<file path="config.mk">
export PLATFORM = sky130hd
export DESIGN_NAME = vt52_ansi_escape_parser_core
export DESIGN_NICKNAME = d
export VERILOG_FILES = /design/src/rtl/core/vap_pkg.sv /design/src/rtl/core/vap_queue.sv /design/src/rtl/core/vap_front.sv /design/src/rtl/core/vap_back.sv /design/src/rtl/core/vt52_ansi_escape_parser_core.sv
export VERILOG_INCLUDE_DIRS = /design/src /design/src/rtl/core
export SDC_FILE = /design/constraint.sdc
export NUM_CORES = 1
export LEC_CHECK = 0
export BUFFER_PORTS_ARGS = -buffer_cell sky130_fd_sc_hd__buf_2
export CAP_MARGIN = 20
export CORE_AREA = 2 2 201 203
export CTS_CLUSTER_DIAMETER = 100
export DETAILED_ROUTE_END_ITERATION = 12
export DIE_AREA = 0 0 203 205
export PLACE_DENSITY = 0.85
export SLEW_MARGIN = 5
export SYNTH_ARGS = -nofsm -noshare
export SYNTH_HDL_FRONTEND = slang
export SYNTH_HIERARCHICAL = 1
export SYNTH_SLANG_ARGS = --single-unit
export TNS_END_PERCENT = 30
</file>
<file path="constraint.sdc">
create_clock -name clk -period 7.19 [get_ports clk]
set_input_delay 0.719 -clock clk [delete_from_list [all_inputs] [get_ports clk]]
set_output_delay 0.719 -clock clk [all_outputs]
set_load 0.03 [all_outputs]
</file>
<file path="src/rtl/core/assert_macros.svh">
// Assertion macros used by the parser RTL.
`ifndef ASSERT_MACROS_SVH
`define ASSERT_MACROS_SVH

// Property checked at every rising clock edge, disabled while reset is asserted.
`define VAP_ASSERT(label, clk, rst_n, prop, msg) \
	label: assert property (@(posedge clk) disable iff (!rst_n) (prop)) \
		else $error(msg);

// Condition that must never be true at a rising clock edge outside reset.
`define VAP_NEVER(label, clk, rst_n, cond, msg) \
	label: assert property (@(posedge clk) disable iff (!rst_n) !(cond)) \
		else $error(msg);

`endif

</file>
<file path="src/rtl/core/vap_pkg.sv">
// Types, codes and constants of the VT52/ANSI escape parser.
`timescale 1ns / 1ps
package vap_pkg;

	// Display command codes on the result stream.
	localparam logic [3:0] ACT_PUT      = 4'd0;
	localparam logic [3:0] ACT_CURSOR   = 4'd1;
	localparam logic [3:0] ACT_CLR_EOS  = 4'd2;
	localparam logic [3:0] ACT_CLR_SCR  = 4'd3;
	localparam logic [3:0] ACT_CLR_EOL  = 4'd4;
	localparam logic [3:0] ACT_CLR_LINE = 4'd5;
	localparam logic [3:0] ACT_INS_LINE = 4'd6;
	localparam logic [3:0] ACT_DEL_LINE = 4'd7;
	localparam logic [3:0] ACT_COLOR    = 4'd8;

	// Bytes with a meaning to the parser.
	localparam logic [7:0] CH_ESC      = 8'd27;
	localparam logic [7:0] CH_LBRACKET = 8'h5B;
	localparam logic [7:0] CH_SEMI     = 8'h3B;
	localparam logic [7:0] CH_0        = 8'h30;
	localparam logic [7:0] CH_9        = 8'h39;
	localparam logic [7:0] CH_7        = 8'h37;
	localparam logic [7:0] CH_8        = 8'h38;
	localparam logic [7:0] CH_A        = 8'h41;
	localparam logic [7:0] CH_B        = 8'h42;
	localparam logic [7:0] CH_C        = 8'h43;
	localparam logic [7:0] CH_D        = 8'h44;
	localparam logic [7:0] CH_H        = 8'h48;
	localparam logic [7:0] CH_I        = 8'h49;
	localparam logic [7:0] CH_J        = 8'h4A;
	localparam logic [7:0] CH_K        = 8'h4B;
	localparam logic [7:0] CH_L        = 8'h4C;
	localparam logic [7:0] CH_M        = 8'h4D;
	localparam logic [7:0] CH_Y        = 8'h59;
	localparam logic [7:0] CH_Z        = 8'h5A;
	localparam logic [7:0] CH_F_LC     = 8'h66;
	localparam logic [7:0] CH_M_LC     = 8'h6D;
	localparam logic [7:0] CH_SLASH    = 8'h2F;

	// ESC Y operands are offset by this bias.
	localparam logic [8:0] YPOS_BIAS = 9'd33;

	// Select graphic rendition parameter ranges and defaults.
	localparam logic [15:0] SGR_FG_LO  = 16'd30;
	localparam logic [15:0] SGR_FG_HI  = 16'd37;
	localparam logic [15:0] SGR_BG_LO  = 16'd40;
	localparam logic [15:0] SGR_BG_HI  = 16'd47;
	localparam logic [2:0]  FG_DEFAULT = 3'd7;
	localparam logic [2:0]  BG_DEFAULT = 3'd0;

	localparam int QUEUE_DEPTH = 2;

	typedef enum logic [1:0] {
		MODE_NORMAL,
		MODE_ESC,
		MODE_YPOS,
		MODE_CSI
	} vap_mode_t;

	typedef enum logic {
		FR_IDLE,
		FR_SGR
	} vap_fr_state_t;

	// Commands passed from the parser front to the executing back end.
	typedef enum logic [3:0] {
		OP_PUT,
		OP_ZID,
		OP_CMD,
		OP_CUR,
		OP_UP,
		OP_DOWN,
		OP_RIGHT,
		OP_LEFT,
		OP_HOME,
		OP_YPOS,
		OP_KLINE,
		OP_COLOR,
		OP_RESTORE
	} vap_op_t;

	typedef struct packed {
		vap_op_t     op;
		logic [3:0]  act;
		logic        stop_at_edge;
		logic [7:0]  ch;
		logic [7:0]  col;
		logic [7:0]  row;
		logic [7:0]  attr;
		logic [15:0] n;
		logic [15:0] m;
	} vap_pkt_t;

	typedef struct packed {
		logic [3:0] act;
		logic [7:0] ch;
		logic [7:0] col;
		logic [7:0] row;
		logic [7:0] attr;
	} vap_res_t;

	// ANSI color index to VGA color index.
	function automatic logic [2:0] ansi_to_vga(input logic [2:0] idx);
		logic [2:0] v;
		unique case (idx)
			3'd0: v = 3'd0;
			3'd1: v = 3'd4;
			3'd2: v = 3'd2;
			3'd3: v = 3'd6;
			3'd4: v = 3'd1;
			3'd5: v = 3'd5;
			3'd6: v = 3'd3;
			3'd7: v = 3'd7;
		endcase
		return v;
	endfunction

endpackage

</file>
<file path="src/rtl/core/vap_queue.sv">
// Two-entry command queue between the parser front and the back end.
`timescale 1ns / 1ps
`include "assert_macros.svh"
module vap_queue (
	input  logic              clk,
	input  logic              arst_n,
	input  logic              push,
	input  vap_pkg::vap_pkt_t din,
	output logic              full,
	input  logic              pop,
	output vap_pkg::vap_pkt_t dout,
	output logic              empty
);
	import vap_pkg::*;

	localparam int PW = $clog2(QUEUE_DEPTH);

	vap_pkt_t        mem_q [QUEUE_DEPTH];
	logic [PW-1:0]   wr_ptr_q;
	logic [PW-1:0]   rd_ptr_q;
	logic [PW:0]     count_q;

	assign full  = (count_q == (PW+1)'(QUEUE_DEPTH));
	assign empty = (count_q == '0);
	assign dout  = mem_q[rd_ptr_q];

	always_ff @(posedge clk or negedge arst_n) begin
		if (!arst_n) begin
			wr_ptr_q <= '0;
			rd_ptr_q <= '0;
			count_q  <= '0;
		end else begin
			if (push) begin
				wr_ptr_q <= (wr_ptr_q == PW'(QUEUE_DEPTH - 1)) ? '0 : wr_ptr_q + 1'b1;
			end
			if (pop) begin
				rd_ptr_q <= (rd_ptr_q == PW'(QUEUE_DEPTH - 1)) ? '0 : rd_ptr_q + 1'b1;
			end
			if (push && !pop) begin
				count_q <= count_q + 1'b1;
			end else if (pop && !push) begin
				count_q <= count_q - 1'b1;
			end
		end
	end

	always_ff @(posedge clk) begin
		if (push) begin
			mem_q[wr_ptr_q] <= din;
		end
	end

	`VAP_NEVER(a_no_push_full, clk, arst_n, push && full, "command pushed into a full queue")
	`VAP_NEVER(a_no_pop_empty, clk, arst_n, pop && empty, "command popped from an empty queue")
	`VAP_ASSERT(a_pop_frees, clk, arst_n, (pop && !push) |=> !full, "queue still full after a pop")

endmodule

</file>
<file path="src/rtl/core/vap_front.sv">
// Parser front: accepts bytes, tracks escape state and issues display commands.
`timescale 1ns / 1ps
module vap_front #(
	parameter int MAX_ARGS = 8
) (
	input  logic              clk,
	input  logic              arst_n,
	input  logic              s_tvalid,
	output logic              s_tready,
	input  logic [31:0]       s_tdata,
	output logic              pkt_vld,
	output vap_pkg::vap_pkt_t pkt,
	input  logic              pkt_rdy
);
	import vap_pkg::*;

	localparam int IW = $clog2(MAX_ARGS);
	localparam logic [IW:0] MAXA = (IW+1)'(MAX_ARGS);

	vap_fr_state_t st_q, st_d;
	vap_mode_t     mode_q, mode_d;
	logic [IW-1:0] aidx_q, aidx_d;
	logic [15:0]   cur_q, cur_d;
	logic [15:0]   args_q [MAX_ARGS];
	logic          arg_we;
	logic          yhave_q, yhave_d;
	logic [7:0]    yrow_q, yrow_d;
	logic [7:0]    sv_col_q, sv_row_q, sv_attr_q;
	logic          save_en;
	logic [IW-1:0] widx_q, widx_d;
	logic [2:0]    fg_q, fg_d, bg_q, bg_d;
	logic [2:0]    fg_n, bg_n;
	vap_pkt_t      pkt_q, np;
	logic          pkt_vld_q, np_vld;

	logic [7:0]    c, x, y, a;
	logic          accept;
	logic [15:0]   p0, p1, mv, wv;
	logic [19:0]   acc;
	logic [15:0]   acc_sat;
	logic          is_digit, semi_ok, sgr_last;

	function automatic vap_pkt_t mk_pkt(input vap_op_t op, input logic [3:0] act,
		input logic stop, input logic [7:0] ch, input logic [7:0] col,
		input logic [7:0] row, input logic [7:0] attr, input logic [15:0] n,
		input logic [15:0] m);
		vap_pkt_t p;
		p.op           = op;
		p.act          = act;
		p.stop_at_edge = stop;
		p.ch           = ch;
		p.col          = col;
		p.row          = row;
		p.attr         = attr;
		p.n            = n;
		p.m            = m;
		return p;
	endfunction

	assign c      = s_tdata[7:0];
	assign x      = s_tdata[15:8];
	assign y      = s_tdata[23:16];
	assign a      = s_tdata[31:24];
	assign accept = s_tvalid && s_tready;

	// The slot being typed lives in cur_q; earlier slots are in args_q.
	assign p0 = (aidx_q == '0) ? cur_q : args_q[0];
	assign p1 = (aidx_q == '0) ? 16'd0 : ((aidx_q == IW'(1)) ? cur_q : args_q[1]);
	assign mv = (p0 != 16'd0) ? p0 : 16'd1;

	assign is_digit = (c >= CH_0) && (c <= CH_9);
	assign acc      = ({4'b0, cur_q} << 3) + ({4'b0, cur_q} << 1) + 20'(c - CH_0);
	assign acc_sat  = (acc > 20'h0FFFF) ? 16'hFFFF : acc[15:0];
	assign semi_ok  = (({1'b0, aidx_q} + 1'b1) < MAXA);

	assign wv       = (widx_q == aidx_q) ? cur_q : args_q[widx_q];
	assign sgr_last = (widx_q == aidx_q);

	always_comb begin
		fg_n = fg_q;
		bg_n = bg_q;
		priority if (wv == 16'd0) begin
			fg_n = FG_DEFAULT;
			bg_n = BG_DEFAULT;
		end else if (wv >= SGR_FG_LO && wv <= SGR_FG_HI) begin
			fg_n = ansi_to_vga(3'(wv - SGR_FG_LO));
		end else if (wv >= SGR_BG_LO && wv <= SGR_BG_HI) begin
			bg_n = ansi_to_vga(3'(wv - SGR_BG_LO));
		end else begin
			// Any other parameter leaves both colors as they are.
			fg_n = fg_q;
			bg_n = bg_q;
		end
	end

	always_comb begin : next_state
		st_d    = st_q;
		mode_d  = mode_q;
		aidx_d  = aidx_q;
		cur_d   = cur_q;
		yhave_d = yhave_q;
		yrow_d  = yrow_q;
		widx_d  = widx_q;
		fg_d    = fg_q;
		bg_d    = bg_q;
		save_en = 1'b0;
		arg_we  = 1'b0;
		np_vld  = 1'b0;
		np      = '0;
		unique case (st_q)
			FR_SGR: begin
				fg_d   = fg_n;
				bg_d   = bg_n;
				widx_d = widx_q + 1'b1;
				if (sgr_last) begin
					np_vld = 1'b1;
					np     = mk_pkt(OP_COLOR, ACT_COLOR, 1'b0, 8'd0, 8'd0, 8'd0,
						{1'b0, bg_n, 1'b0, fg_n}, 16'd0, 16'd0);
					st_d   = FR_IDLE;
					mode_d = MODE_NORMAL;
					aidx_d = '0;
					cur_d  = '0;
				end
			end
			FR_IDLE: begin
				if (accept) begin
					unique case (mode_q)
						MODE_NORMAL: begin
							if (c == CH_ESC) begin
								mode_d = MODE_ESC;
							end else begin
								np_vld = 1'b1;
								np     = mk_pkt(OP_PUT, ACT_PUT, 1'b0, c, 8'd0, 8'd0, 8'd0,
									16'd0, 16'd0);
							end
						end
						MODE_ESC: begin
							mode_d = MODE_NORMAL;
							aidx_d = '0;
							cur_d  = '0;
							unique case (c)
								CH_A: begin
									np_vld = 1'b1;
									np = mk_pkt(OP_UP, ACT_CURSOR, 1'b1, 8'd0, x, y, 8'd0,
										16'd1, 16'd0);
								end
								CH_B: begin
									np_vld = 1'b1;
									np = mk_pkt(OP_DOWN, ACT_CURSOR, 1'b1, 8'd0, x, y, 8'd0,
										16'd1, 16'd0);
								end
								CH_C: begin
									np_vld = 1'b1;
									np = mk_pkt(OP_RIGHT, ACT_CURSOR, 1'b1, 8'd0, x, y, 8'd0,
										16'd1, 16'd0);
								end
								CH_D: begin
									np_vld = 1'b1;
									np = mk_pkt(OP_LEFT, ACT_CURSOR, 1'b1, 8'd0, x, y, 8'd0,
										16'd1, 16'd0);
								end
								CH_H: begin
									np_vld = 1'b1;
									np = mk_pkt(OP_CUR, ACT_CURSOR, 1'b0, 8'd0, 8'd0, 8'd0,
										8'd0, 16'd0, 16'd0);
								end
								CH_I: begin
									// Reverse line feed scrolls when already on the top row.
									np_vld = 1'b1;
									if (y != 8'd0) begin
										np = mk_pkt(OP_UP, ACT_CURSOR, 1'b1, 8'd0, x, y, 8'd0,
											16'd1, 16'd0);
									end else begin
										np = mk_pkt(OP_CMD, ACT_INS_LINE, 1'b0, 8'd0, 8'd0,
											8'd0, 8'd0, 16'd0, 16'd0);
									end
								end
								CH_J: begin
									np_vld = 1'b1;
									np = mk_pkt(OP_CMD, ACT_CLR_EOS, 1'b0, 8'd0, 8'd0, 8'd0,
										8'd0, 16'd0, 16'd0);
								end
								CH_K: begin
									np_vld = 1'b1;
									np = mk_pkt(OP_CMD, ACT_CLR_EOL, 1'b0, 8'd0, 8'd0, 8'd0,
										8'd0, 16'd0, 16'd0);
								end
								CH_L: begin
									np_vld = 1'b1;
									np = mk_pkt(OP_CMD, ACT_INS_LINE, 1'b0, 8'd0, 8'd0, 8'd0,
										8'd0, 16'd0, 16'd0);
								end
								CH_M: begin
									np_vld = 1'b1;
									np = mk_pkt(OP_CMD, ACT_DEL_LINE, 1'b0, 8'd0, 8'd0, 8'd0,
										8'd0, 16'd0, 16'd0);
								end
								CH_Z: begin
									np_vld = 1'b1;
									np = mk_pkt(OP_ZID, ACT_PUT, 1'b0, 8'd0, 8'd0, 8'd0, 8'd0,
										16'd0, 16'd0);
								end
								CH_7: begin
									save_en = 1'b1;
								end
								CH_8: begin
									np_vld = 1'b1;
									np = mk_pkt(OP_RESTORE, ACT_CURSOR, 1'b0, 8'd0, sv_col_q,
										sv_row_q, sv_attr_q, 16'd0, 16'd0);
								end
								CH_Y: begin
									mode_d  = MODE_YPOS;
									yhave_d = 1'b0;
								end
								CH_LBRACKET: begin
									mode_d = MODE_CSI;
								end
								default: begin
								end
							endcase
						end
						MODE_YPOS: begin
							if (!yhave_q) begin
								yrow_d  = c;
								yhave_d = 1'b1;
							end else begin
								np_vld = 1'b1;
								np     = mk_pkt(OP_YPOS, ACT_CURSOR, 1'b0, 8'd0, c, yrow_q,
									8'd0, 16'd0, 16'd0);
								mode_d = MODE_NORMAL;
							end
						end
						MODE_CSI: begin
							priority if (is_digit) begin
								cur_d = acc_sat;
							end else if (c == CH_SEMI) begin
								// A separator past the last slot is dropped.
								if (semi_ok) begin
									arg_we = 1'b1;
									aidx_d = aidx_q + 1'b1;
									cur_d  = '0;
								end
							end else begin
								mode_d = MODE_NORMAL;
								aidx_d = '0;
								cur_d  = '0;
								unique case (c)
									CH_H, CH_F_LC: begin
										np_vld = 1'b1;
										np = mk_pkt(OP_HOME, ACT_CURSOR, 1'b0, 8'd0, 8'd0, 8'd0,
											8'd0, p0, p1);
									end
									CH_A: begin
										np_vld = 1'b1;
										np = mk_pkt(OP_UP, ACT_CURSOR, 1'b0, 8'd0, x, y, 8'd0,
											mv, 16'd0);
									end
									CH_B: begin
										np_vld = 1'b1;
										np = mk_pkt(OP_DOWN, ACT_CURSOR, 1'b0, 8'd0, x, y, 8'd0,
											mv, 16'd0);
									end
									CH_C: begin
										np_vld = 1'b1;
										np = mk_pkt(OP_RIGHT, ACT_CURSOR, 1'b0, 8'd0, x, y,
											8'd0, mv, 16'd0);
									end
									CH_D: begin
										np_vld = 1'b1;
										np = mk_pkt(OP_LEFT, ACT_CURSOR, 1'b0, 8'd0, x, y, 8'd0,
											mv, 16'd0);
									end
									CH_J: begin
										if (p0 == 16'd0) begin
											np_vld = 1'b1;
											np = mk_pkt(OP_CMD, ACT_CLR_EOS, 1'b0, 8'd0, 8'd0,
												8'd0, 8'd0, 16'd0, 16'd0);
										end else if (p0 == 16'd2) begin
											np_vld = 1'b1;
											np = mk_pkt(OP_CMD, ACT_CLR_SCR, 1'b0, 8'd0, 8'd0,
												8'd0, 8'd0, 16'd0, 16'd0);
										end
									end
									CH_K: begin
										if (p0 == 16'd0) begin
											np_vld = 1'b1;
											np = mk_pkt(OP_CMD, ACT_CLR_EOL, 1'b0, 8'd0, 8'd0,
												8'd0, 8'd0, 16'd0, 16'd0);
										end else if (p0 == 16'd2) begin
											np_vld = 1'b1;
											np = mk_pkt(OP_KLINE, ACT_CLR_LINE, 1'b0, 8'd0, 8'd0,
												y, 8'd0, 16'd0, 16'd0);
										end
									end
									CH_M_LC: begin
										// Color is resolved by walking the stored parameters.
										st_d   = FR_SGR;
										widx_d = '0;
										fg_d   = FG_DEFAULT;
										bg_d   = BG_DEFAULT;
										mode_d = MODE_CSI;
										aidx_d = aidx_q;
										cur_d  = cur_q;
									end
									default: begin
									end
								endcase
							end
						end
					endcase
				end
			end
		endcase
	end

	always_comb begin : outputs
		s_tready = (st_q == FR_IDLE) && (!pkt_vld_q || pkt_rdy);
		pkt_vld  = pkt_vld_q;
		pkt      = pkt_q;
	end

	always_ff @(posedge clk or negedge arst_n) begin
		if (!arst_n) begin
			st_q      <= FR_IDLE;
			mode_q    <= MODE_NORMAL;
			aidx_q    <= '0;
			cur_q     <= '0;
			yhave_q   <= 1'b0;
			sv_col_q  <= '0;
			sv_row_q  <= '0;
			sv_attr_q <= '0;
			pkt_vld_q <= 1'b0;
		end else begin
			st_q      <= st_d;
			mode_q    <= mode_d;
			aidx_q    <= aidx_d;
			cur_q     <= cur_d;
			yhave_q   <= yhave_d;
			pkt_vld_q <= np_vld || (pkt_vld_q && !pkt_rdy);
			if (save_en) begin
				sv_col_q  <= x;
				sv_row_q  <= y;
				sv_attr_q <= a;
			end
		end
	end

	always_ff @(posedge clk) begin
		yrow_q <= yrow_d;
		widx_q <= widx_d;
		fg_q   <= fg_d;
		bg_q   <= bg_d;
		if (arg_we) begin
			args_q[aidx_q] <= cur_q;
		end
		if (np_vld) begin
			pkt_q <= np;
		end
	end

endmodule

</file>
<file path="src/rtl/core/vap_back.sv">
// Back end: turns queued commands into zero, one or two result transactions.
`timescale 1ns / 1ps
module vap_back #(
	parameter int SCREEN_COLS = 80,
	parameter int SCREEN_ROWS = 25
) (
	input  logic              clk,
	input  logic              arst_n,
	input  logic              pkt_vld,
	input  vap_pkg::vap_pkt_t pkt,
	output logic              pkt_pop,
	output logic              m_tvalid,
	input  logic              m_tready,
	output vap_pkg::vap_res_t res,
	output logic              res_last
);
	import vap_pkg::*;

	localparam logic [8:0]  ROWS9   = 9'(SCREEN_ROWS);
	localparam logic [8:0]  COLS9   = 9'(SCREEN_COLS);
	localparam logic [16:0] ROWS17  = 17'(SCREEN_ROWS);
	localparam logic [16:0] COLS17  = 17'(SCREEN_COLS);
	localparam logic [7:0]  ROW_MAX = 8'(SCREEN_ROWS - 1);
	localparam logic [7:0]  COL_MAX = 8'(SCREEN_COLS - 1);

	vap_res_t    r0, r1;
	logic [1:0]  cnt;
	vap_res_t    r0_s1, r1_s1;
	logic [1:0]  cnt_s1;
	logic        vld_s1;
	logic        phase_q;
	logic        m_vld_q;
	vap_res_t    res_q;
	logic        last_q;

	logic        up_clamp, left_clamp, down_clamp, right_clamp;
	logic [16:0] down_sum, right_sum;
	logic [15:0] home_r, home_c;
	logic [7:0]  home_row, home_col;
	logic [8:0]  yp_r, yp_c;
	logic        yp_ok;
	logic        out_free, last_now, emit, fin;

	assign up_clamp    = pkt.n > {8'd0, pkt.row};
	assign left_clamp  = pkt.n > {8'd0, pkt.col};
	assign down_sum    = {9'd0, pkt.row} + {1'b0, pkt.n};
	assign right_sum   = {9'd0, pkt.col} + {1'b0, pkt.n};
	assign down_clamp  = down_sum >= ROWS17;
	assign right_clamp = right_sum >= COLS17;

	assign home_r   = (pkt.n != 16'd0) ? pkt.n - 16'd1 : 16'd0;
	assign home_c   = (pkt.m != 16'd0) ? pkt.m - 16'd1 : 16'd0;
	assign home_row = (home_r >= 16'(SCREEN_ROWS)) ? ROW_MAX : home_r[7:0];
	assign home_col = (home_c >= 16'(SCREEN_COLS)) ? COL_MAX : home_c[7:0];

	assign yp_r  = {1'b0, pkt.row} - YPOS_BIAS;
	assign yp_c  = {1'b0, pkt.col} - YPOS_BIAS;
	assign yp_ok = ({1'b0, pkt.row} >= YPOS_BIAS) && (yp_r < ROWS9) &&
		({1'b0, pkt.col} >= YPOS_BIAS) && (yp_c < COLS9);

	// Results of the command at the queue head.
	always_comb begin
		r0  = '0;
		r1  = '0;
		cnt = 2'd1;
		unique case (pkt.op)
			OP_PUT: begin
				r0.act = ACT_PUT;
				r0.ch  = pkt.ch;
			end
			OP_ZID: begin
				r0.act = ACT_PUT;
				r0.ch  = CH_SLASH;
				r1.act = ACT_PUT;
				r1.ch  = CH_K;
				cnt    = 2'd2;
			end
			OP_CMD: begin
				r0.act = pkt.act;
			end
			OP_CUR: begin
				r0.act = ACT_CURSOR;
				r0.col = pkt.col;
				r0.row = pkt.row;
			end
			OP_UP: begin
				r0.act = ACT_CURSOR;
				r0.col = pkt.col;
				r0.row = up_clamp ? 8'd0 : pkt.row - pkt.n[7:0];
				cnt    = (pkt.stop_at_edge && up_clamp) ? 2'd0 : 2'd1;
			end
			OP_DOWN: begin
				r0.act = ACT_CURSOR;
				r0.col = pkt.col;
				r0.row = down_clamp ? ROW_MAX : down_sum[7:0];
				cnt    = (pkt.stop_at_edge && down_clamp) ? 2'd0 : 2'd1;
			end
			OP_RIGHT: begin
				r0.act = ACT_CURSOR;
				r0.col = right_clamp ? COL_MAX : right_sum[7:0];
				r0.row = pkt.row;
				cnt    = (pkt.stop_at_edge && right_clamp) ? 2'd0 : 2'd1;
			end
			OP_LEFT: begin
				r0.act = ACT_CURSOR;
				r0.col = left_clamp ? 8'd0 : pkt.col - pkt.n[7:0];
				r0.row = pkt.row;
				cnt    = (pkt.stop_at_edge && left_clamp) ? 2'd0 : 2'd1;
			end
			OP_HOME: begin
				r0.act = ACT_CURSOR;
				r0.col = home_col;
				r0.row = home_row;
			end
			OP_YPOS: begin
				r0.act = ACT_CURSOR;
				r0.col = yp_c[7:0];
				r0.row = yp_r[7:0];
				cnt    = yp_ok ? 2'd1 : 2'd0;
			end
			OP_KLINE: begin
				r0.act = ACT_CLR_LINE;
				r0.row = pkt.row;
				r1.act = ACT_CURSOR;
				r1.row = pkt.row;
				cnt    = 2'd2;
			end
			OP_COLOR: begin
				r0.act  = ACT_COLOR;
				r0.attr = pkt.attr;
			end
			OP_RESTORE: begin
				r0.act  = ACT_CURSOR;
				r0.col  = pkt.col;
				r0.row  = pkt.row;
				r1.act  = ACT_COLOR;
				r1.attr = pkt.attr;
				cnt     = 2'd2;
			end
			default: begin
				cnt = 2'd0;
			end
		endcase
	end

	assign out_free = !m_vld_q || m_tready;
	assign last_now = (cnt_s1 == 2'd1) || phase_q;
	assign emit     = vld_s1 && (cnt_s1 != 2'd0) && out_free;
	assign fin      = vld_s1 && ((cnt_s1 == 2'd0) || (emit && last_now));
	assign pkt_pop  = pkt_vld && (!vld_s1 || fin);

	always_ff @(posedge clk or negedge arst_n) begin
		if (!arst_n) begin
			vld_s1  <= 1'b0;
			phase_q <= 1'b0;
			m_vld_q <= 1'b0;
		end else begin
			if (pkt_pop) begin
				vld_s1 <= 1'b1;
			end else if (fin) begin
				vld_s1 <= 1'b0;
			end
			if (fin) begin
				phase_q <= 1'b0;
			end else if (emit) begin
				phase_q <= 1'b1;
			end
			if (emit) begin
				m_vld_q <= 1'b1;
			end else if (m_tready) begin
				m_vld_q <= 1'b0;
			end
		end
	end

	always_ff @(posedge clk) begin
		if (pkt_pop) begin
			r0_s1  <= r0;
			r1_s1  <= r1;
			cnt_s1 <= cnt;
		end
		if (emit) begin
			res_q  <= phase_q ? r1_s1 : r0_s1;
			last_q <= last_now;
		end
	end

	assign m_tvalid = m_vld_q;
	assign res      = res_q;
	assign res_last = last_q;

endmodule

</file>
<file path="src/rtl/core/vt52_ansi_escape_parser_core.sv">
// Top level of the VT52 escape parser with ANSI CSI support.
//
//  Channel  Dir  Handshake          Contents
//  s_*      in   s_tvalid/s_tready  terminal byte with cursor column, row and attribute
//  m_*      out  m_tvalid/m_tready  display command, m_tlast on the last one of a byte
//
// A byte is taken when the front is idle and its command register is free; its
// commands pass through the front register, queue, back-end stage and result register.
// An SGR final byte holds s_tready low while the front walks the stored
// parameters, one per cycle, and takes no new byte until the walk ends.
// ESC Z, ESC 8 and CSI 2 K give two transactions, one per cycle while m_tready is high.
// Reset clears the parse state and the saved cursor; no clearing pass is needed.
// A stalled output fills the two-entry queue before s_tready drops.
`timescale 1ns / 1ps
module vt52_ansi_escape_parser_core #(
	parameter int SCREEN_COLS = 80,
	parameter int SCREEN_ROWS = 25,
	parameter int MAX_ARGS    = 8
) (
	input  logic        clk,
	input  logic        arst_n,
	input  logic        s_tvalid,
	output logic        s_tready,
	input  logic [31:0] s_tdata,   // in_byte, cursor_col, cursor_row, current_attr
	output logic        m_tvalid,
	input  logic        m_tready,
	output logic [39:0] m_tdata,   // action(4), out_char, out_col, out_row, out_attr, pad
	output logic        m_tlast
);
	import vap_pkg::*;

	logic     fr_vld;
	vap_pkt_t fr_pkt;
	logic     q_full;
	logic     q_empty;
	vap_pkt_t q_head;
	logic     q_pop;
	vap_res_t res;

	vap_front #(
		.MAX_ARGS(MAX_ARGS)
	) u_front (
		.clk      (clk),
		.arst_n   (arst_n),
		.s_tvalid (s_tvalid),
		.s_tready (s_tready),
		.s_tdata  (s_tdata),
		.pkt_vld  (fr_vld),
		.pkt      (fr_pkt),
		.pkt_rdy  (!q_full)
	);

	vap_queue u_queue (
		.clk    (clk),
		.arst_n (arst_n),
		.push   (fr_vld && !q_full),
		.din    (fr_pkt),
		.full   (q_full),
		.pop    (q_pop),
		.dout   (q_head),
		.empty  (q_empty)
	);

	vap_back #(
		.SCREEN_COLS(SCREEN_COLS),
		.SCREEN_ROWS(SCREEN_ROWS)
	) u_back (
		.clk      (clk),
		.arst_n   (arst_n),
		.pkt_vld  (!q_empty),
		.pkt      (q_head),
		.pkt_pop  (q_pop),
		.m_tvalid (m_tvalid),
		.m_tready (m_tready),
		.res      (res),
		.res_last (m_tlast)
	);

	assign m_tdata = {4'd0, res.attr, res.row, res.col, res.ch, res.act};

endmodule
</file>
# Yosys cells after proc, flatten, opt, wreduce, memory -nomap -nowiden
# Memory sizes are Yosys's and may differ from the RTL's. A register that Yosys moved wholly into a read port is not among the register bits.
# Index checks and enable logic that the tools add are counted.
totals:
  reg_bits: 248
  mem_bits_rw: 274
  mem_bits_ro: 48
  out_inout_bits: 43
  elab_cells: 341
  mem_count: 4
mem_list:
  columns: ["memory", "words", "width", "rd", "rd_ports_with_merged_regs", "wr", "line", "source"]
  rows:
  - ["u_queue.mem_q", 2, 73, 1, 0, 1, "vap_queue.sv:18", "vap_pkt_t mem_q [QUEUE_DEPTH];"]
  - ["u_front.args_q", 8, 16, 3, 1, 1, "vap_front.sv:24", "logic [15:0] args_q [MAX_ARGS];"]
  - ["(name not given)", 8, 3, 1, 0, 0, "vap_pkg.sv:105", "unique case (idx)"]
  - ["(name not given)", 8, 3, 1, 0, 0, "vap_pkg.sv:105", null]
classes:
  add_sub_neg: 20
  magnitude_cmp: 18
  eq_ne: 55
  muxes: 132
  n_bitwise: 2
  reduce_logical: 66
op_table:
  columns: ["operator", "count"]
  rows:
  - ["$pmux 73 s12", 1]
  - ["$mux 73", 8]
  - ["$pmux 73 s7", 1]
  - ["$pmux 73 s4", 1]
  - ["$mux 16", 14]
  - ["$pmux 73 s2", 1]
  - ["$eq 8x7->1 const B", 15]
  - ["$pmux 8 s5", 2]
  - ["$mux 72", 1]
  - ["$mux 71", 1]
  - ["$mux 3", 22]
  - ["$mux 64", 1]
  - ["$pmux 16 s2", 2]
  - ["$mux 8", 6]
  - ["$reduce_bool 16->1", 3]
  - ["$mux 1", 43]
  - ["$mux 36", 1]
  - ["$add 8x16->17", 2]
  - ["$ge 16x5->1 const B", 2]
  - ["$gt 16x8->1", 2]
  - ["$le 16x6->1 const B", 2]
  - ["$logic_not 16->1", 2]
  - ["$sub 16x1->16 const B", 2]
  - ["$pmux 3 s2", 5]
  - ["67 further kinds", 153]

# Longest topological paths before layout
# Gate-level depths: netlist (run 1).
depth:
  word_depth: 12
  ltp_mapped: 15
  mapped_depth_nobuf: 13

# Hierarchy
# Netlist (run 1), hierarchy kept.
modules_own_cells:
  columns: ["module", "instances", "cells_per_inst", "area_per_inst_um2", "seq_area_each_um2"]
  rows:
  - ["vap_front", 1, 1010, 12977.4, 7807.5]
  - ["vap_back", 1, 841, 7671.1, 2897.8]
  - ["vap_queue", 1, 243, 5701.7, 4484.3]
  - ["vt52_ansi_escape_parser_core", 1, 8, 47.5, 0.0]

# Worst setup path before layout (run 1)
# OpenSTA, ideal clock, no wires.
synth_timing:
  kind: "input port to flip-flop"
  from: "input port s_tdata[4]"
  to: "register u_front.cur_q[10]"
  arrival_time_ns: 4.599
  path_slack_ns: 2.450
  path_stages: 14
  n_path_buf: 2
  path_cell_list: "ha_1 -> nor3_1 -> fa_1 -> ha_1 -> buf_2 -> a21o_1 -> a311oi_1 -> o21bai_1 -> a21o_1 -> a221oi_2 -> xnor2_1 -> a31oi_2 -> buf_4 -> a31oi_1"
synth_via:
  elab_chain_len: 8
  word_cells_on_any_way: 17
  classes_between: "2 x add/sub; 3 x order compare; 4 x eq/ne; 6 x mux; 2 x reduce/logical"
synth_rtl:
  columns: ["element", "line", "source"]
  rows:
  - ["from (decl)", "vt52_ansi_escape_parser_core.sv:24", "input logic [31:0] s_tdata,"]
  - ["$sub 8x6->9", "vap_front.sv:72", "assign acc = ({4'b0, cur_q} << 3) + ({4'b0, cur_q} << 1) + 20'(c - CH_0);"]
  - ["$add 20x20->20", "vap_front.sv:72", null]
  - ["$gt 20x16->1", "vap_front.sv:73", "assign acc_sat = (acc > 20'h0FFFF) ? 16'hFFFF : acc[15:0];"]
  - ["$mux 16", "vap_front.sv:73", null]
  - ["$mux 16", "vap_front.sv:234", "priority if (is_digit) begin"]
  - ["$pmux 16 s2", "vap_front.sv:127", "unique case (mode_q)"]
  - ["$mux 16", "vap_front.sv:126", "if (accept) begin"]
  - ["$pmux 16 s2", "vap_front.sv:110", "unique case (st_q)"]
  - ["to (signal assigned)", "vap_front.sv:337", "cur_q <= cur_d;"]
  - ["to (decl)", "vap_front.sv:23", "logic [15:0] cur_q, cur_d;"]
# Parallel ways exist; a longest one is shown, timed or not. The select of a mux whose other input is x is not followed.
# A chain may end at the register's enable or synchronous reset.

==> results of run 1 <==
per-layer routing:
metal  global-route usage (%)  up-vias
li1                         -     8084
met1                     39.9     8805
met2                     53.3      937
met3                     4.82      154
met4                     10.8        2
met5                        0        -
critical path: cells and delay by family, from the launching register on:
family,cells,cell delay (ns)
mux,1,0.42
fa+ha+maj,1,0.39
buf+inv,2,0.74
compound gates,4,1.47
simple gates,4,0.85
flops,1,0.65
cell type report:
cell class	instances	area share (%)
Clock inverter	33	1.37
Clock buffer	61	4.57
Multi-Input combinational cell	1429	36.3
Tap cell	525	2.27
Sequential cell	516	52.5
Timing Repair Buffer	104	2.06
Inverter	77	0.998
power by group:
group / internal, W / total, W / leakage (nW) / switching, W
logic: 0.00146 / 0.00412 / 5.01 / 0.00266
registers: 0.00416 / 0.00444 / 4.95 / 0.000281
clock network: 0.00161 / 0.00273 / 0.836 / 0.00112
total: 0.00723 / 0.0113 / 10.8 / 0.00407
sequential cells by signal (all words and copies together) (netlist names), 2 cells and up, named ones only:
signal,flops
u_front/sv_col_q,8
u_front/mode_q,2
u_back/res,36
u_back/r0_s1,36
u_front/sv_row_q,8
u_front/fg_q,3
u_queue/count_q,2
u_front/sv_attr_q,8
u_front/args_q,128
u_back/r1_s1,19
u_back/cnt_s1,2
u_front/bg_q,3
u_front/yrow_q,8
u_queue/mem_q,146
u_front/cur_q,16
u_front/aidx_q,3
u_front/widx_q,3
u_front/pkt,73
cell usage after synthesis (10+ instances only):
library cell	number
a211oi_1	16
a21o_1	32
a21oi_1	146
a222oi_1	16
a31oi_1	30
and2_1	41
and3_1	14
buf_2	17
buf_6	14
clkbuf_1	56
dfrtp_1	55
edfxtp_1	458
fa_1	19
ha_1	82
inv_1	77
mux2_2	67
mux2_4	64
mux2i_1	16
nand2_1	163
nand2b_1	27
nand3_1	31
nand4_1	21
nor2_1	128
nor2b_1	48
nor3_1	50
nor4_1	22
o21ai_0	66
o21ai_1	10
o22ai_1	14
or3_1	13
or4_1	19
xnor2_1	36
xor2_1	15
cells by family after synthesis:
family,after synthesis,share of synthesized area [%]
AOI/OAI and AO/OA,466,12.0
xor gates and xnor gates,52,1.75
adders and majority gates,102,5.37
buffers and inverters,175,3.14
DFF,516,57.5
muxes,151,7.40
other,2,0.0284
and+or+nand+nor,638,12.7
metrics by stage:
step / worst slack [ns] / util [%] / hold WS (ns)
2_1_floorplan: 2.45 / - / 0.421
3_3_place_gp: 2.02 / 69.1 / 0.423
3_5_place_dp: 1.89 / 69.1 / 0.430
4_1_cts: 2.34 / 73.5 / 0.302
5_1_grt: 2.05 / 73.6 / 0.318
6_report: 2.35 / 73.6 / 0.274
how the worst max path moves through the flow:
stage	from	to	slack, ns	depth (start not counted)
after global routing	u_queue/rd_ptr_q$_DFFE_PN0P_	u_back/r0_s1[12]$_DFFE_PP_	2.05	12
after CTS	u_queue/rd_ptr_q$_DFFE_PN0P_	u_back/r0_s1[16]$_DFFE_PP_	2.34	10
final	u_queue/rd_ptr_q$_DFFE_PN0P_	u_back/r0_s1[11]$_DFFE_PP_	2.35	12
after global placement	s_tdata[4]	u_front/cur_q[13]$_DFFE_PN0P_	2.02	13
after floorplan	s_tdata[4]	u_front/cur_q[10]$_DFFE_PN0P_	2.45	14
after detailed placement	s_tdata[4]	u_front/cur_q[11]$_DFFE_PN0P_	1.89	13
==> qor.csv, run 1 <==
metric;value;unit
worst skew pair latency;0.59;ns
Post-Syn Instances;2102;
vias in the first global route;17543;
share of the synthesized area in the top cell type;52.1;%
Synth area leader;edfxtp_1;
CP max FO;32;
PD cells;390;nW/um2
clock-pin slew on the worst setup and hold paths;0.06;ns
CP startpoint kind;flop;
CP most frequent cell;o21ai_1;
Multi-input gate area;10500;um2
R2R cell count;12;
synthesis-to-finish area growth;9.72;%
Synth Area per Inst;12.6;um2
total gr overflow;0;
nets;2316;
maximum VDD drop;0.285;mV
flip-flop and latch area;15200;um2
Die Footprint;41600;um2
# rows;73;
drt initial violations;1907;
Inserted Diodes;0;
final instance area;29000;um2
max-slew violation count;0;
Synth warnings;6;
die width;203;um
Top Metal Used;met5;
GRT Util Overall;30.8;%
fillers;2413;
I/O pin count;79;
WL per Instance;23.3;um
status;complete, no violations;
fin cells;2745;
met3 WL;4740;um
final setup TNS;0;ns
commonest non-fill, non-tap cells in the layout;edfxtp_1, nand2_1, a21oi_1;
Longest Clk Path Bufs;3;
Max Cap Viol;0;
Netlist cell types;115;
Final setup viols;0;
Worst Max-Slew Pin Slew;1.01;ns
RR Startpoint;u_queue/rd_ptr_q$_DFFE_PN0P_;
Placed Cells incl. Taps;2646;
crit end category;flop;
CTS Sinks;516;
Worst R2R End;u_back/r0_s1[11]$_DFFE_PP_;
DR DRC count;0;
Leak Pwr;10.8;nW
WS Path Type;flop to flop;
WL met1;24900;um
Pre-antenna DRT Iters;9;
Core ar.;39400;um2
CP max-delay cell;dfrtp_4;
RSZ-0062 raised after global routing;false;
overall die height;205;um
IO buf count;74;
routability cong.;0.959;
initial antenna violation count;1;
CTS Buf Count;51;
met2 WL;32100;um
# resized after CTS;0;
area of placed instances;27200;um2
placed wire-length estimate;44000;um
Max Clk Rate;207;MHz
Final Critical Period;4.84;ns
r2r setup slk;2.35;ns
main flop type after synthesis;edfxtp_1;
remaining antenna violation count;0;
Post-synth EDFFs;458;
Fin. Hold Viols;0;
Synth area leaders;edfxtp_1, dfrtp_1, ha_1, mux2_4, mux2_2;
via count;17982;
Critical Path Max Stage Delay;0.65;ns
post-synthesis register bit count;516;
Final period util;67.3;%
# hold bufs at CTS;0;
clk_skew;0.0230;ns
sequential area share after synthesis;57.5;%
CTS tree;yes;
Pwr Total;0.0113;W
fraction of registers with async set/reset;10.7;%
Root Driver;clkbuf_16;
Setup Fix Bufs, Post-CTS;0;
Synth Cell Area;26400;um2
first-pass GRT wire length;99100;um
Slew HR;32.5;%
layout cells sized above 1;17.0;%
Hold WC Path Type;input pin to asynchronous set/reset pin;
Critical Path RT;7.49;ns
commonest non-fill, non-tap cell in the layout;edfxtp_1;
H-tree lvl count;2;
critical path arrival;5.14;ns
initial core utilization;67.1;%
Total Wirelength;64000;um
CP Cell Sequence;buf_4 -> mux2_4 -> inv_1 -> ha_1 -> nor3_1 -> o21ai_1 -> a2111oi_1 -> nor3b_1 -> a2111o_1 -> or3_1 -> o21ai_1 -> nand4_1;
largest net degree at the start of global routing;74;
Avg Vias per Cell;6.55;
No activity file was read; power rests on OpenSTA's default activity.
==> run 2, diff against run 1 <==
- ABC_AREA: default -> 1
- CORE_AREA: 2 2 201 203 -> 2 2 223 225
- DIE_AREA: 0 0 203 205 -> 0 0 225 227
- PLACE_DENSITY: 0.85 -> 0.76
- clock period: 7.19 -> 4.1 ns (I/O delays scaled with it)
==> qor.csv, run 2 <==
metric;value;unit;change
PD cells;712;nW/um2;was 390 nW/um2
GRT Util Overall;26.5;%;was 30.8%
Synth area leaders;edfxtp_1, nand2_1, dfrtp_1, inv_1, ha_1;;was edfxtp_1, dfrtp_1, ha_1, mux2_4, mux2_2
Synth Area per Inst;10.0;um2;was 12.6 um2
vias in the first global route;19133;;was 17543
clock-pin slew on the worst setup and hold paths;0.06;ns;about the same
Core ar.;48500;um2;was 39400 um2
via count;20003;;was 17982
Final period util;91.6;%;was 67.3%
Critical Path RT;4.44;ns;was 7.49 ns
Netlist cell types;67;;was 115
post-synthesis simple-gate area fraction;20.7;%;was 12.7%
clk_skew;0.0309;ns;was 0.0230 ns
fin util;62.4;%;was 73.6%
WL per Instance;19.2;um;was 23.3 um
share of the synthesized area in the top cell type;50.2;%;was 52.1%
Synth Area in Adders;5.18;%;was 5.37%
die width;225;um;was 203 um
Pre-antenna DRT Iters;6;;was 9
total gr overflow;0;;unchanged
most frequent cell after synthesis;nand2_1;;was edfxtp_1
synthesis-to-finish area growth;10.5;%;was 9.72%
first-pass GRT wire length;104000;um;was 99100 um
initial core utilization;56.5;%;was 67.1%
Inserted Diodes;0;;unchanged
commonest non-fill, non-tap cells in the layout;nand2_1, edfxtp_1, inv_1;;was edfxtp_1, nand2_1, a21oi_1
status;complete, no violations;;unchanged
Synth Cell Area;27400;um2;was 26400 um2
mux share of post-synthesis cell area;4.39;%;was 7.40%
overall die height;227;um;was 205 um
Avg Vias per Cell;5.69;;was 6.55
remaining antenna violation count;0;;unchanged
post-synthesis xor/xnor area fraction;1.88;%;was 1.75%
Fin. Hold Viols;0;;unchanged
CP startpoint kind;flop;;unchanged
Max Clk Rate;266;MHz;was 207 MHz
drt initial violations;2261;;was 1907
CTS Buf Count;52;;was 51
Slew HR;44.1;%;was 32.5%
max-slew violation count;0;;unchanged
Largest Register;u_queue/mem_q;;unchanged
Longest Clk Path Bufs;3;;unchanged
Synth warnings;6;;unchanged
Multi-input gate area;10500;um2;about the same
sequential area share after synthesis;55.4;%;was 57.5%
Die Footprint;51100;um2;was 41600 um2
# rows;81;;was 73
commonest cells in the synthesized netlist;nand2_1, edfxtp_1, inv_1, nor2_1, nand3_1;;was edfxtp_1, nand2_1, a21oi_1, nor2_1, ha_1
Max Cap Viol;0;;unchanged
main flop type after synthesis;edfxtp_1;;unchanged
RR Startpoint;u_queue/rd_ptr_q$_DFFE_PN0P_;;unchanged
fillers;3803;;was 2413
initial antenna violation count;0;;was 1
RSZ-0062 raised after global routing;false;;unchanged
CP max FO;30;;was 32
Post-synth EDFFs;458;;unchanged
Hold WC Path Type;input pin to flop;;was input pin to asynchronous set/reset pin
H-tree lvl count;2;;unchanged
WS Path Type;flop to flop;;unchanged
max FFs per register;146;;unchanged
critical path arrival;4.10;ns;was 5.14 ns
DR DRC count;0;;unchanged
worst skew pair latency;0.59;ns;about the same
Post-Syn Instances;2731;;was 2102
Final Critical Period;3.76;ns;was 4.84 ns
combinational family with the most area after synthesis;simple AND/OR/NAND/NOR gates;;unchanged
crit path from;u_queue/rd_ptr_q$_DFFE_PN0P_;;unchanged
I/O pin count;79;;unchanged
IO buf count;74;;unchanged
Synth area leader;edfxtp_1;;unchanged
post-synthesis compound-gate area fraction;5.81;%;was 12.0%
routability cong.;0.982;;was 0.959
placed wire-length estimate;50100;um;was 44000 um
crit end category;flop;;unchanged
CTS Sinks;516;;unchanged
layout cells sized above 1;14.2;%;was 17.0%
CTS tree;yes;;unchanged
largest net degree at the start of global routing;74;;unchanged
worst hold start;s_tdata[29];;
Final setup viols;0;;unchanged
nets;2989;;was 2316
post-synthesis register bit count;516;;unchanged
Worst Max-Slew Pin Slew;0.837;ns;was 1.01 ns
maximum VDD drop;0.377;mV;was 0.285 mV
final setup TNS;0;ns;unchanged
Root Driver;clkbuf_16;;unchanged
Total Wirelength;67600;um;was 64000 um
Leak Pwr;13.1;nW;was 10.8 nW
fraction of registers with async set/reset;10.7;%;unchanged
flip-flop and latch area;15200;um2;unchanged
commonest non-fill, non-tap cell in the layout;nand2_1;;was edfxtp_1
## run 2: changes by cell type after synthesis, moves of 30 or more
| cell | previous run | this run |
|---|---|---|
| nand4_1 | 21 | 62 |
| nand2_1 | 163 | 637 |
| clkbuf_1 | 56 | 21 |
| a21oi_1 | 146 | 96 |
| nand3_1 | 31 | 182 |
| and2_1 | 41 | 1 |
| inv_1 | 77 | 314 |
| nor2b_1 | 48 | 0 |
| nor2_1 | 128 | 255 |
| inv_2 | 0 | 30 |
| a21o_1 | 32 | 1 |
| mux2_2 | 67 | 27 |
## run 2: cell type report
class                           instances  area share, %
Sequential cell                       516           50.2
Clock buffer                           65           4.59
Clock inverter                         31           1.15
Tap cell                              622           2.57
Inverter                              349           4.33
Multi-Input combinational cell       1812           34.8
Timing Repair Buffer                  120           2.42
## run 2: cells by family after synthesis
kind of cell | count (synthesis)
AO/OA/AOI/OAI | 272
XOR/XNOR | 58
adder cells (fa/ha/maj) | 102
buffers and inverters | 421
flip-flops | 516
multiplexers | 87
other | 2
AND/OR/NAND/NOR | 1273
## run 2: repair_timing
| item | CTS | global route |
|---|---|---|
| endpoints found under the hold margin | 5 | 0 |
| hold buffers | 1 | 0 |
| gates resized for setup | 0 | 1 |
| setup endpoints to repair | 0 | 1 |
| buffers inserted | 0 | 0 |
## run 2: worst max-delay path, stage by stage (launching register included)
cell and delay (ns):
dfrtp_4 0.76, buf_4 0.33, mux2_2 0.45, ha_1 0.43, inv_2 0.15, nand2_1 0.06
nand2_1 0.10, clkinv_1 0.11, nand3_2 0.12, nand2_1 0.08, nand2_1 0.11, nand3_1 0.08
nand2_1 0.11, nand2_1 0.08, nor2_2 0.15, nand3_2 0.14, o21ai_1 0.15, nand2_1 0.06
## run 2: path summary, 6_finish.rpt
kind,to,slack (ns),cells after the start
setup / recovery,u_back/r0_s1[12]$_DFFE_PP_,0.34,17
hold / removal,u_front/sv_attr_q[5]$_DFFE_PN0P_,0.05,2
setup reg to reg,u_back/r0_s1[12]$_DFFE_PP_,0.34,17
hold reg to reg,u_queue/mem_q[1][51]$_DFFE_PP_,0.43,0
max in group asynchronous,u_front/cur_q[11]$_DFFE_PN0P_,2.91,3
min in group asynchronous,u_back/phase_q$_DFFE_PN0P_,0.22,2
## run 2: power by group
group | internal [W] | switching [W] | leakage [nW]
registers | 0.00754 | 0.000589 | 5.00
clock network | 0.00280 | 0.00197 | 0.843
logic | 0.00272 | 0.00594 | 7.24
## run 2: through the flow
step | hold slack (ns) | std cells | worst slack, ns | power, W | area, um2
floorplan | 0.114 | 2749 | 0.271 | 0.0144 | 27500
global placement | 0.276 | 3417 | 0.446 | 0.0166 | 28500
detailed placement | 0.283 | 3417 | 0.331 | 0.0167 | 28500
CTS | 0.0173 | 3514 | 0.420 | 0.0215 | 30300
global route | 0.0235 | 3515 | 0.122 | 0.0227 | 30300
finish | 0.0488 | 3515 | 0.343 | 0.0216 | 30300
## run 2: per-layer routing
layer  share of wire (%)  track usage [%]  vias to the layer above
met5                   0                0                        -
met1                  42             36.0                     9548
li1                    -                -                     9423
met2                  48             44.1                      885
met3                 6.6             3.25                      147
met4                 3.7             10.0                        0
